## src/rtl/bdte_pkg.sv

```systemverilog
// Shared types, tables and constants for the broken-down time to epoch converter.
// Used by every module of the block; depends on nothing else.
package bdte_pkg;

  localparam logic [1:0] SAT_NONE = 2'd0;
  localparam logic [1:0] SAT_HIGH = 2'd1;
  localparam logic [1:0] SAT_LOW  = 2'd2;

  localparam logic [31:0] EPOCH_MAX = 32'h7fffffff;
  localparam logic [31:0] EPOCH_MIN = 32'h80000001;

  localparam int SEC_BIAS  = 69;
  localparam int MIN_BIAS  = 70;
  localparam int HOUR_BIAS = 46;
  localparam int MON_BIAS  = 11;

  // Days before each month of a year that starts on the first of March.
  localparam logic [8:0] DOY_MAR [12] = '{
    9'd0, 9'd31, 9'd61, 9'd92, 9'd122, 9'd153,
    9'd184, 9'd214, 9'd245, 9'd275, 9'd306, 9'd337
  };

  localparam logic [8:0] DAYS_BEFORE [12] = '{
    9'd0, 9'd31, 9'd59, 9'd90, 9'd120, 9'd151,
    9'd181, 9'd212, 9'd243, 9'd273, 9'd304, 9'd334
  };

  typedef struct packed {
    logic [4:0] hour;
    logic [5:0] minute;
    logic [5:0] sec;
  } hms_t;

  typedef struct packed {
    logic signed [12:0] minute;
    logic signed [10:0] hour;
    logic signed [10:0] mday;
    logic signed [7:0]  mon;
    logic [7:0]         year;
  } tag0_t;

  typedef struct packed {
    logic [5:0]         sec;
    logic signed [10:0] hour;
    logic signed [10:0] mday;
    logic signed [7:0]  mon;
    logic [7:0]         year;
  } tag1_t;

  typedef struct packed {
    logic [5:0]         sec;
    logic [5:0]         minute;
    logic signed [10:0] mday;
    logic signed [7:0]  mon;
    logic [7:0]         year;
  } tag2_t;

  typedef struct packed {
    hms_t               hms;
    logic signed [11:0] mday;
    logic [7:0]         year;
  } tag3_t;

  typedef struct packed {
    logic [31:0]       epoch;
    hms_t              hms;
    logic [4:0]        mday;
    logic [3:0]        mon;
    logic signed [9:0] year;
    logic [8:0]        yday;
    logic [2:0]        wday;
    logic [1:0]        sat;
  } result_t;

  // Whole centuries in a year of a 400-year era.
  function automatic logic [1:0] centuries(input logic [8:0] y);
    logic [1:0] c;
    if (y >= 9'd300) begin
      c = 2'd3;
    end else if (y >= 9'd200) begin
      c = 2'd2;
    end else if (y >= 9'd100) begin
      c = 2'd1;
    end else begin
      c = 2'd0;
    end
    return c;
  endfunction

  // Leap year test on a year counted from 1600.
  function automatic logic is_leap(input logic [9:0] y);
    logic c100;
    logic c400;
    c100 = (y == 10'd0) || (y == 10'd100) || (y == 10'd200) || (y == 10'd300) ||
           (y == 10'd400) || (y == 10'd500) || (y == 10'd600) || (y == 10'd700) ||
           (y == 10'd800) || (y == 10'd900) || (y == 10'd1000);
    c400 = (y == 10'd0) || (y == 10'd400) || (y == 10'd800);
    return (y[1:0] == 2'd0) && (!c100 || c400);
  endfunction

endpackage

```

## src/rtl/bdte_floor_div.sv

```systemverilog
// Two-stage floor division of a signed field by a constant, with remainder.
// Uses bdte_pkg; a tag travels alongside the value.
module bdte_floor_div
  import bdte_pkg::*;
#(
  parameter int W_IN    = 13,
  parameter int DIVISOR = 60,
  parameter int BIAS    = SEC_BIAS,
  parameter int W_Q     = 8,
  parameter int W_R     = 6,
  parameter int TW      = 1
) (
  input  logic                  clk,
  input  logic                  rst,
  input  logic                  ce,
  input  logic                  in_valid,
  input  logic signed [W_IN-1:0] in_value,
  input  logic [TW-1:0]         in_tag,
  output logic                  out_valid,
  output logic signed [W_Q-1:0] out_q,
  output logic [W_R-1:0]        out_r,
  output logic [TW-1:0]         out_tag
);

  localparam int XMAX = 2**(W_IN-1) - 1 + BIAS * DIVISOR;
  localparam int WX   = $clog2(XMAX + 1);
  localparam int SH   = WX + 4;
  localparam int MUL  = (2**SH) / DIVISOR;
  localparam int WQ0  = $clog2(XMAX / DIVISOR + 2);
  localparam int WP   = SH + WQ0;

  logic signed [WX:0] x_s;
  logic [WP-1:0]      prod;
  logic [WX-1:0]      a_x;
  logic [WQ0-1:0]     a_q0;
  logic [TW-1:0]      a_tag;
  logic               a_valid;
  logic [WX-1:0]      qd;
  logic [WX-1:0]      r0;
  logic               fix;
  logic               b_valid;

  assign x_s  = (WX+1)'(in_value) + (WX+1)'(BIAS * DIVISOR);
  assign prod = WP'(x_s[WX-1:0]) * WP'(MUL);

  always_ff @(posedge clk) begin
    if (rst) begin
      a_valid <= 1'b0;
      b_valid <= 1'b0;
    end else if (ce) begin
      a_valid <= in_valid;
      b_valid <= a_valid;
    end
  end

  assign qd  = WX'(a_q0) * WX'(DIVISOR);
  assign r0  = a_x - qd;
  assign fix = r0 >= WX'(DIVISOR);

  always_ff @(posedge clk) begin
    if (ce) begin
      a_x     <= x_s[WX-1:0];
      a_q0    <= prod[SH +: WQ0];
      a_tag   <= in_tag;
      out_q   <= $signed(W_Q'(a_q0) + W_Q'(fix) - W_Q'(BIAS));
      out_r   <= fix ? W_R'(r0 - WX'(DIVISOR)) : W_R'(r0);
      out_tag <= a_tag;
    end
  end

  assign out_valid = b_valid;

endmodule

```

## src/rtl/bdte_date_core.sv

```systemverilog
// Twelve-stage date pipeline: day number, calendar date, day of year and week, epoch.
// Uses bdte_pkg for its tables, field types and leap and century helpers.
module bdte_date_core
  import bdte_pkg::*;
(
  input  logic              clk,
  input  logic              rst,
  input  logic              ce,
  input  logic              in_valid,
  input  hms_t              in_hms,
  input  logic signed [11:0] in_mday,
  input  logic [3:0]        in_mon,
  input  logic signed [9:0] in_year,
  output logic              out_valid,
  output result_t           out_res
);

  localparam int NST = 12;
  localparam logic [17:0] ERA_DAYS  = 18'd146097;
  localparam logic [17:0] EPOCH_DAY = 18'd135080;
  localparam logic [39:0] M7        = 40'd2396745;
  localparam logic [35:0] M1460     = 36'd183859;
  localparam logic [37:0] M365      = 38'd735439;

  logic [NST-1:0] vld;

  logic        lowm;
  logic [9:0]  yy;
  logic        era1;
  logic [3:0]  mp;
  logic [8:0]  c1_yoe;
  logic        c1_era;
  logic [8:0]  c1_doym;
  logic signed [11:0] c1_mday;
  hms_t        c1_hms;

  logic [17:0] c2_base;
  logic signed [12:0] c2_extra;
  logic        c2_era;
  hms_t        c2_hms;

  logic [17:0] c3_d;
  hms_t        c3_hms;

  logic        era2;
  logic [17:0] wx;
  logic [39:0] p7;
  logic [17:0] c4_doe;
  logic        c4_era;
  logic signed [17:0] c4_edays;
  logic [17:0] c4_wx;
  logic [15:0] c4_q7;
  hms_t        c4_hms;

  logic [35:0] p1460;
  logic [3:0]  r7;
  logic [17:0] c5_doe;
  logic        c5_era;
  logic [2:0]  c5_c365;
  logic [6:0]  c5_q1460;
  logic [2:0]  c5_wday;
  logic signed [34:0] c5_ep;
  logic [16:0] c5_tod;
  hms_t        c5_hms;

  logic [17:0] r1460;
  logic [17:0] q1460;
  logic [17:0] c6_t;
  logic [17:0] c6_doe;
  logic        c6_era;
  logic [2:0]  c6_wday;
  logic [31:0] c6_epoch;
  hms_t        c6_hms;

  logic [37:0] p365;
  logic [8:0]  c7_q;
  logic [17:0] c7_t;
  logic [17:0] c7_doe;
  logic        c7_era;
  logic [2:0]  c7_wday;
  logic [31:0] c7_epoch;
  hms_t        c7_hms;

  logic [17:0] r365;
  logic [8:0]  c8_yoe;
  logic [17:0] c8_doe;
  logic        c8_era;
  logic [2:0]  c8_wday;
  logic [31:0] c8_epoch;
  hms_t        c8_hms;

  logic [17:0] ystart;
  logic [8:0]  c9_doy;
  logic [9:0]  c9_yrel;
  logic [2:0]  c9_wday;
  logic [31:0] c9_epoch;
  hms_t        c9_hms;

  logic [3:0]  cnt;
  logic [3:0]  c10_mp;
  logic [8:0]  c10_doy;
  logic [9:0]  c10_yrel;
  logic [2:0]  c10_wday;
  logic [31:0] c10_epoch;
  hms_t        c10_hms;

  logic [9:0]  yr;
  logic [4:0]  c11_d;
  logic [3:0]  c11_m;
  logic [9:0]  c11_yr;
  logic signed [9:0] c11_year;
  logic [2:0]  c11_wday;
  logic [31:0] c11_epoch;
  hms_t        c11_hms;

  logic        leap;
  logic [1:0]  sat;

  always_ff @(posedge clk) begin
    if (rst) begin
      vld <= '0;
    end else if (ce) begin
      vld <= {vld[NST-2:0], in_valid};
    end
  end

  assign out_valid = vld[NST-1];

  assign lowm = in_mon < 4'd2;
  assign yy   = 10'(11'(in_year) + 11'd300 - 11'(lowm));
  assign era1 = yy >= 10'd400;
  assign mp   = lowm ? in_mon + 4'd10 : in_mon - 4'd2;

  assign era2 = c3_d >= ERA_DAYS;
  assign wx   = c3_d + 18'd3;
  assign p7   = 40'(wx) * M7;

  assign p1460 = 36'(c4_doe) * M1460;
  assign r7    = 4'(c4_wx - 18'(c4_q7) * 18'd7);

  assign r1460 = c5_doe - 18'(c5_q1460) * 18'd1460;
  assign q1460 = 18'(c5_q1460) + 18'(r1460 >= 18'd1460);

  assign p365 = 38'(c6_t) * M365;

  assign r365 = c7_t - 18'(c7_q) * 18'd365;

  assign ystart = 18'(c8_yoe) * 18'd365 + 18'(c8_yoe[8:2]) - 18'(centuries(c8_yoe));

  always_comb begin
    cnt = 4'd0;
    for (int k = 1; k < 12; k++) begin
      cnt = cnt + 4'(c9_doy >= DOY_MAR[k]);
    end
  end

  assign yr   = c10_yrel + 10'(c10_mp >= 4'd10);
  assign leap = is_leap(c11_yr);

  always_comb begin
    if (c11_year > 10'sd137) begin
      sat = SAT_HIGH;
    end else if (c11_year < 10'sd2) begin
      sat = SAT_LOW;
    end else begin
      sat = SAT_NONE;
    end
  end

  always_ff @(posedge clk) begin
    if (ce) begin
      c1_yoe  <= era1 ? 9'(yy - 10'd400) : yy[8:0];
      c1_era  <= era1;
      c1_doym <= DOY_MAR[mp];
      c1_mday <= in_mday;
      c1_hms  <= in_hms;

      c2_base  <= 18'(c1_yoe) * 18'd365 + 18'(c1_yoe[8:2]) - 18'(centuries(c1_yoe));
      c2_extra <= 13'(c1_mday) + $signed({4'd0, c1_doym}) - 13'sd1;
      c2_era   <= c1_era;
      c2_hms   <= c1_hms;

      c3_d   <= c2_base + 18'(c2_extra) + (c2_era ? ERA_DAYS : 18'd0);
      c3_hms <= c2_hms;

      c4_doe   <= c3_d - (era2 ? ERA_DAYS : 18'd0);
      c4_era   <= era2;
      c4_edays <= $signed(c3_d - EPOCH_DAY);
      c4_wx    <= wx;
      c4_q7    <= p7[39:24];
      c4_hms   <= c3_hms;

      c5_doe   <= c4_doe;
      c5_era   <= c4_era;
      c5_c365  <= 3'(c4_doe >= 18'd36524) + 3'(c4_doe >= 18'd73048) +
                  3'(c4_doe >= 18'd109572) + 3'(c4_doe >= 18'd146096);
      c5_q1460 <= p1460[34:28];
      c5_wday  <= (r7 >= 4'd7) ? 3'(r7 - 4'd7) : r7[2:0];
      c5_ep    <= 35'(c4_edays) * 35'sd86400;
      c5_tod   <= 17'(c4_hms.hour) * 17'd3600 + 17'(c4_hms.minute) * 17'd60 +
                  17'(c4_hms.sec);
      c5_hms   <= c4_hms;

      c6_t     <= c5_doe - q1460 + 18'(c5_c365) - 18'(c5_doe == 18'd146096);
      c6_doe   <= c5_doe;
      c6_era   <= c5_era;
      c6_wday  <= c5_wday;
      c6_epoch <= 32'(c5_ep + $signed({18'd0, c5_tod}));
      c6_hms   <= c5_hms;

      c7_q     <= p365[36:28];
      c7_t     <= c6_t;
      c7_doe   <= c6_doe;
      c7_era   <= c6_era;
      c7_wday  <= c6_wday;
      c7_epoch <= c6_epoch;
      c7_hms   <= c6_hms;

      c8_yoe   <= c7_q + 9'(r365 >= 18'd365);
      c8_doe   <= c7_doe;
      c8_era   <= c7_era;
      c8_wday  <= c7_wday;
      c8_epoch <= c7_epoch;
      c8_hms   <= c7_hms;

      c9_doy   <= 9'(c8_doe - ystart);
      c9_yrel  <= 10'(c8_yoe) + (c8_era ? 10'd400 : 10'd0);
      c9_wday  <= c8_wday;
      c9_epoch <= c8_epoch;
      c9_hms   <= c8_hms;

      c10_mp    <= cnt;
      c10_doy   <= c9_doy;
      c10_yrel  <= c9_yrel;
      c10_wday  <= c9_wday;
      c10_epoch <= c9_epoch;
      c10_hms   <= c9_hms;

      c11_d     <= 5'(c10_doy - DOY_MAR[c10_mp] + 9'd1);
      c11_m     <= (c10_mp < 4'd10) ? c10_mp + 4'd2 : c10_mp - 4'd10;
      c11_yr    <= yr;
      c11_year  <= $signed(yr - 10'd300);
      c11_wday  <= c10_wday;
      c11_epoch <= c10_epoch;
      c11_hms   <= c10_hms;

      out_res.epoch <= (sat == SAT_HIGH) ? EPOCH_MAX :
                       (sat == SAT_LOW) ? EPOCH_MIN : c11_epoch;
      out_res.hms   <= c11_hms;
      out_res.mday  <= c11_d;
      out_res.mon   <= c11_m;
      out_res.year  <= c11_year;
      out_res.yday  <= DAYS_BEFORE[c11_m] + 9'(c11_d) - 9'd1 +
                       9'((c11_m > 4'd1) && leap);
      out_res.wday  <= (sat == SAT_NONE) ? c11_wday : 3'd0;
      out_res.sat   <= sat;
    end
  end

endmodule

```

## src/rtl/broken_down_time_to_epoch_unit.sv

```systemverilog
// Broken-down date and time to seconds since 1970, top level.
// Uses bdte_pkg, bdte_floor_div and bdte_date_core.
//
// One transfer enters per clock while the output is not stalled; it passes the four
// carries (seconds, minutes, hours, months, two stages each) and then the date pipeline
// that builds a day number and splits it back into a calendar date. The whole pipeline
// holds when a finished result is not taken. Out-of-range fields are normalised with
// floor carries and Gregorian leap years; full years after 2037 or before 1902 give
// +/-0x7fffffff, a saturation code in tuser and weekday 0.
module broken_down_time_to_epoch_unit
  import bdte_pkg::*;
(
  input  logic        clk,
  input  logic        rst,
  input  logic        s_tvalid,
  output logic        s_tready,
  // sec[12:0], min[25:13], hour[36:26], mday[47:37], mon[55:48], year[63:56]
  input  logic [63:0] s_tdata,
  output logic        m_tvalid,
  input  logic        m_tready,
  // epoch_seconds[31:0], sec[37:32], min[43:38], hour[48:44], mday[53:49],
  // mon[57:54], year[67:58], yday[76:68], wday[79:77]
  output logic [79:0] m_tdata,
  // saturated[1:0]
  output logic [1:0]  m_tuser
);

  logic ce;

  tag0_t tag0_in, tag0_out;
  tag1_t tag1_in, tag1_out;
  tag2_t tag2_in, tag2_out;
  tag3_t tag3_in, tag3_out;

  logic v0, v1, v2, v3;
  logic signed [7:0]  qs, qm;
  logic signed [6:0]  qh;
  logic signed [4:0]  qmo;
  logic [5:0]         rs, rm;
  logic [4:0]         rh;
  logic [3:0]         rmo;
  logic signed [13:0] min2;
  logic signed [11:0] hour2;
  logic signed [9:0]  year2;
  logic               core_valid;
  result_t            res;

  assign ce       = !m_tvalid || m_tready;
  assign s_tready = ce;

  assign tag0_in.minute = $signed(s_tdata[25:13]);
  assign tag0_in.hour   = $signed(s_tdata[36:26]);
  assign tag0_in.mday   = $signed(s_tdata[47:37]);
  assign tag0_in.mon    = $signed(s_tdata[55:48]);
  assign tag0_in.year   = s_tdata[63:56];

  bdte_floor_div #(
    .W_IN(13), .DIVISOR(60), .BIAS(SEC_BIAS), .W_Q(8), .W_R(6), .TW($bits(tag0_t))
  ) u_sec_div (
    .clk(clk), .rst(rst), .ce(ce),
    .in_valid(s_tvalid && s_tready), .in_value($signed(s_tdata[12:0])),
    .in_tag(tag0_in),
    .out_valid(v0), .out_q(qs), .out_r(rs), .out_tag(tag0_out)
  );

  assign min2          = 14'(tag0_out.minute) + 14'(qs);
  assign tag1_in.sec   = rs;
  assign tag1_in.hour  = tag0_out.hour;
  assign tag1_in.mday  = tag0_out.mday;
  assign tag1_in.mon   = tag0_out.mon;
  assign tag1_in.year  = tag0_out.year;

  bdte_floor_div #(
    .W_IN(14), .DIVISOR(60), .BIAS(MIN_BIAS), .W_Q(8), .W_R(6), .TW($bits(tag1_t))
  ) u_min_div (
    .clk(clk), .rst(rst), .ce(ce),
    .in_valid(v0), .in_value(min2), .in_tag(tag1_in),
    .out_valid(v1), .out_q(qm), .out_r(rm), .out_tag(tag1_out)
  );

  assign hour2          = 12'(tag1_out.hour) + 12'(qm);
  assign tag2_in.sec    = tag1_out.sec;
  assign tag2_in.minute = rm;
  assign tag2_in.mday   = tag1_out.mday;
  assign tag2_in.mon    = tag1_out.mon;
  assign tag2_in.year   = tag1_out.year;

  bdte_floor_div #(
    .W_IN(12), .DIVISOR(24), .BIAS(HOUR_BIAS), .W_Q(7), .W_R(5), .TW($bits(tag2_t))
  ) u_hour_div (
    .clk(clk), .rst(rst), .ce(ce),
    .in_valid(v1), .in_value(hour2), .in_tag(tag2_in),
    .out_valid(v2), .out_q(qh), .out_r(rh), .out_tag(tag2_out)
  );

  assign tag3_in.hms.hour   = rh;
  assign tag3_in.hms.minute = tag2_out.minute;
  assign tag3_in.hms.sec    = tag2_out.sec;
  assign tag3_in.mday       = 12'(tag2_out.mday) + 12'(qh);
  assign tag3_in.year       = tag2_out.year;

  bdte_floor_div #(
    .W_IN(8), .DIVISOR(12), .BIAS(MON_BIAS), .W_Q(5), .W_R(4), .TW($bits(tag3_t))
  ) u_mon_div (
    .clk(clk), .rst(rst), .ce(ce),
    .in_valid(v2), .in_value(tag2_out.mon), .in_tag(tag3_in),
    .out_valid(v3), .out_q(qmo), .out_r(rmo), .out_tag(tag3_out)
  );

  assign year2 = $signed({2'b00, tag3_out.year}) + 10'(qmo);

  bdte_date_core u_core (
    .clk(clk), .rst(rst), .ce(ce),
    .in_valid(v3), .in_hms(tag3_out.hms), .in_mday(tag3_out.mday),
    .in_mon(rmo), .in_year(year2),
    .out_valid(core_valid), .out_res(res)
  );

  assign m_tvalid = core_valid;
  assign m_tdata  = {res.wday, res.yday, res.year, res.mon, res.mday,
                     res.hms.hour, res.hms.minute, res.hms.sec, res.epoch};
  assign m_tuser  = res.sat;

`ifndef SYNTHESIS
  a_ready_follows_output: assert property (@(posedge clk) disable iff (rst)
    s_tready == (!m_tvalid || m_tready))
    else $error("input ready does not follow the output stall");

  a_sat_code: assert property (@(posedge clk) disable iff (rst)
    m_tvalid |-> (m_tuser == SAT_NONE || m_tuser == SAT_HIGH || m_tuser == SAT_LOW))
    else $error("unknown saturation code");

  a_sat_wday: assert property (@(posedge clk) disable iff (rst)
    (m_tvalid && m_tuser != SAT_NONE) |-> (m_tdata[79:77] == 3'd0))
    else $error("saturated result with a weekday");

  a_date_range: assert property (@(posedge clk) disable iff (rst)
    m_tvalid |-> (m_tdata[57:54] <= 4'd11 && m_tdata[53:49] != 5'd0 &&
                  m_tdata[79:77] <= 3'd6))
    else $error("normalised date out of range");
`endif

endmodule
```

## config.mk

```make
export PLATFORM = sky130hd
export DESIGN_NAME = broken_down_time_to_epoch_unit
export DESIGN_NICKNAME = d
export VERILOG_FILES = /design/src/rtl/bdte_pkg.sv /design/src/rtl/bdte_floor_div.sv /design/src/rtl/bdte_date_core.sv /design/src/rtl/broken_down_time_to_epoch_unit.sv
export SDC_FILE = /design/constraint.sdc
export NUM_CORES = 2
export LEC_CHECK = 0
export BUFFER_PORTS_ARGS = -buffer_cell sky130_fd_sc_hd__buf_2
export CORE_ASPECT_RATIO = 1.5
export CORE_MARGIN = 2
export CORE_UTILIZATION = 55
export DETAILED_ROUTE_END_ITERATION = 8
export GPL_TIMING_DRIVEN = 0
export PLACE_DENSITY = 0.71
export SLEW_MARGIN = 10
export SYNTH_ARGS = -nofsm -noshare
export SYNTH_HDL_FRONTEND = slang
export SYNTH_SLANG_ARGS = --single-unit
export TNS_END_PERCENT = 50
```

## constraint.sdc

```tcl
create_clock -name clk -period 44.4 [get_ports clk]
set_clock_uncertainty 0.15 [all_clocks]
set_input_delay 2.22 -clock clk [delete_from_list [all_inputs] [get_ports clk]]
set_output_delay 2.22 -clock clk [all_outputs]
set_load 0.01 [all_outputs]
```

==> impl_metrics.toml <==
[setup_path]
slowest_stage = "fa_1"
rrSetupSlack_ns = 35.05
timing.rr.start = "u_core.c5_q1460[1]"
cp_common_cell = "ha_1"
crit_required_ns = 44.71
worstRegToRegCells = 35
crit_type = "reg2reg"
endpoint_kind = "flop"
critPathLaunchType = "flop"
slowest_delay_ns = 0.54
cp_max_fo = 6
path_buf_inv = 4
cp_top_family = "adder cells"
cp_data_arrival_time_ns = 9.66
r2r_end = "u_core.c6_t[16]"

[clock_tree]
cts_hold_buf = 0
cts_tree = "built"
cts_buffer_depth = 3
htree_levels = 4
post_cts_resized = 0
root_buffer = "clkbuf_16"
cts_sinks = 1303
clock_latency_ns = 0.77
cts_setup_buffers = 0
path_clk_slew_ns = 0.07
cts_buffers = 130

[synth]
synth_area_per_cell_um2 = 12.94
synth_edf_count = 1283
async_flop_share_pct = 0
yosys-top-cells-area = "edfxtp_1 (45%), ha_1 (19%), fa_1 (13%)"
ys_seq_area_share_pct = 45.72
yosysWarnings = 0
synth_top_cell_area_share_pct = 45.25
synth_most_common_cell = "ha_1"
synth_ff_type = "edfxtp_1"
synth_commonest_cells = "ha_1 (1325), edfxtp_1 (1283), inv_1 (1258)"
synth.cell_area_um2 = 85140
synth_cells = 6581
synth_cell_types = 88
ys_ff_latch = 1303
syn-num-nets = 8545
synth_top_area_cell = "edfxtp_1"

[placement]
globalplace.congestion = 0.9175
dpl.hpwl_mm = 116.5
numPortBuffers = 150

[floorplanning]
die_h_um = 485.9
initial_core_util_pct = 55.47
die_x_um = 325.2
dieArea_um2 = 158000
rows = 176
core_area_um2 = 153500
pin_count = 152

[drt]
dr_total_vias = 47420
drt_iter0_drc = 2040
firstDrtPassIters = 6
ant_nets = 0
drcViolationCount = 0
wl_per_cell_um = 16.28
routed_wl_mm = 147.2
viasPerCell = 5.245

[worst_hold_path]
min-delay-start = "u_core.c8_epoch[25]"
hold_class = "reg2reg"
whs_path_depth = 0
hold_path_end = "u_core.c9_epoch[25]"

[run]
maxCapViolations = 0

[global_routing]
grt_use_total_pct = 19.19
grt_overflow_total = 0
grt_max_degree = 67
grt_antenna_before_repair = 1
grt_pass1_wl_mm = 243.8
grt_pass1_vias = 50150

[outcome]
outcome = "finished, final reports clean"

[timing]
final_max_slew_viol_count = 0
fin_tns_setup_ns = 0
max_freq_mhz = 106.9
tightestPinTransition_ns = 1.106
rsz0062_at_grt = "no"
finalSetupViolations = 0
period_share_pct = 21.06
hold_violations = 0
maxSlewHeadroom_pct = 25.61
period_minus_slack_ns = 9.351

[final_layout]
final_layout_size_suffix_gt1_share_pct = 5.907
area_growth_pct = 9.726
nets = 8849
-- layer usage --
metal  up-vias  part of all wire (%)  global-route usage (%)  routed length [um]
met3       336                   2.6                   2.280                3840
met1     23080                    36                   19.94               53670
met4         0                   4.5                   8.783                6555
met2       721                    56                   37.91               83100
met5         -                     0                       0                   0
li1      23280                     -                       -                   -
-- registers in the layout (all words and copies together) (netlist names), 37 cells and up --
signal / flops
u_mon_div.a_tag: 37
u_min_div.out_tag: 44
u_sec_div.a_tag: 51
u_sec_div.out_tag: 51
u_hour_div.a_tag: 39
u_mon_div.out_tag: 37
u_hour_div.out_tag: 39
u_min_div.a_tag: 44
u_core.out_res: 82
-- worst max path at each step --
stage | start | endpoint | cells after the start
global route | u_core.c5_q1460[1] | u_core.c6_t[14] | 34
detailed placement | u_core.c5_q1460[1] | u_core.c6_t[16] | 35
global placement | m_tready | s_tready | 5
finish | u_core.c5_q1460[1] | u_core.c6_t[16] | 35
CTS | u_core.c5_q1460[1] | u_core.c6_t[16] | 35
floorplan | m_tready | s_tready | 3
-- worst reg2reg max path, delay by kind of cell, from the launching register on --
family                   cells  cell delay, ns
AO/OA/AOI/OAI               14            2.68
AND/OR/NAND/NOR              4            1.02
adder cells (fa/ha/maj)     11            4.26
buffers and inverters        4            0.22
flip-flops                   1            0.52
XOR/XNOR                     2            0.21
-- through the flow --
stage,std cells,setup WS [ns],cell area (um^2),util [%],hold WS (ns)
2_1_floorplan,6581,4.815,85140,-,0.2503
3_3_place_gp,8778,-11.83,88450,57.63,0.2501
3_5_place_dp,8800,35.11,89040,58.01,0.2545
4_1_cts,9039,35.07,93410,60.86,0.2488
5_1_grt,9040,34.56,93420,60.86,0.2615
6_report,9040,35.05,93420,60.86,0.2569
-- layout by cell type, fill, tap and decap left out, types with 18 or more instances in the layout --
cell type  count
inv_1       1258
clkbuf_16    132
nand3_1       70
nor2_1       204
clkbuf_1      55
nor3_1        65
fa_1         571
a31oi_1       25
a211oi_1      18
a21o_1       103
o21bai_1      44
buf_2        151
a21oi_1      260
clkinv_2      18
or3_1         18
nand2b_1      38
ha_1        1325
edfxtp_1    1283
o21a_1        49
o21ai_1       44
and3_1        26
and2_1        24
clkinv_1      19
dfxtp_1       20
o21ai_0      123
nor4_1        18
nand2_1      192
nor2b_1       48
nand4_1       26
xor2_1       128
xnor2_1      307
buf_16        20
-- kinds of logic after synthesis --
kind of cell / count (synthesis) / synth area share, %
XOR/XNOR: 435 / 4.475
adder cells (fa/ha/maj): 1896 / 32.90
multiplexers: 21 / 0.2587
AO/OA/AOI/OAI: 832 / 6.283
flip-flops: 1303 / 45.72
AND/OR/NAND/NOR: 800 / 4.644
buffers and inverters: 1294 / 5.715
-- final cells by class --
type	instances	area, um^2
Multi-Input combinational cell	3984	41340
Fill cell	11840	60070
Inverter	1259	4726
Clock inverter	78	945.9
Timing Repair Buffer	172	1341
Tap cell	2047	2561
Sequential cell	1303	38930
Clock buffer	161	3426
Buffer	35	143.9
Antenna cell	1	2.502
Power is left out: the tool's default activity adds up to more than one toggle a clock period on the data nets, which glitch-free logic cannot reach.
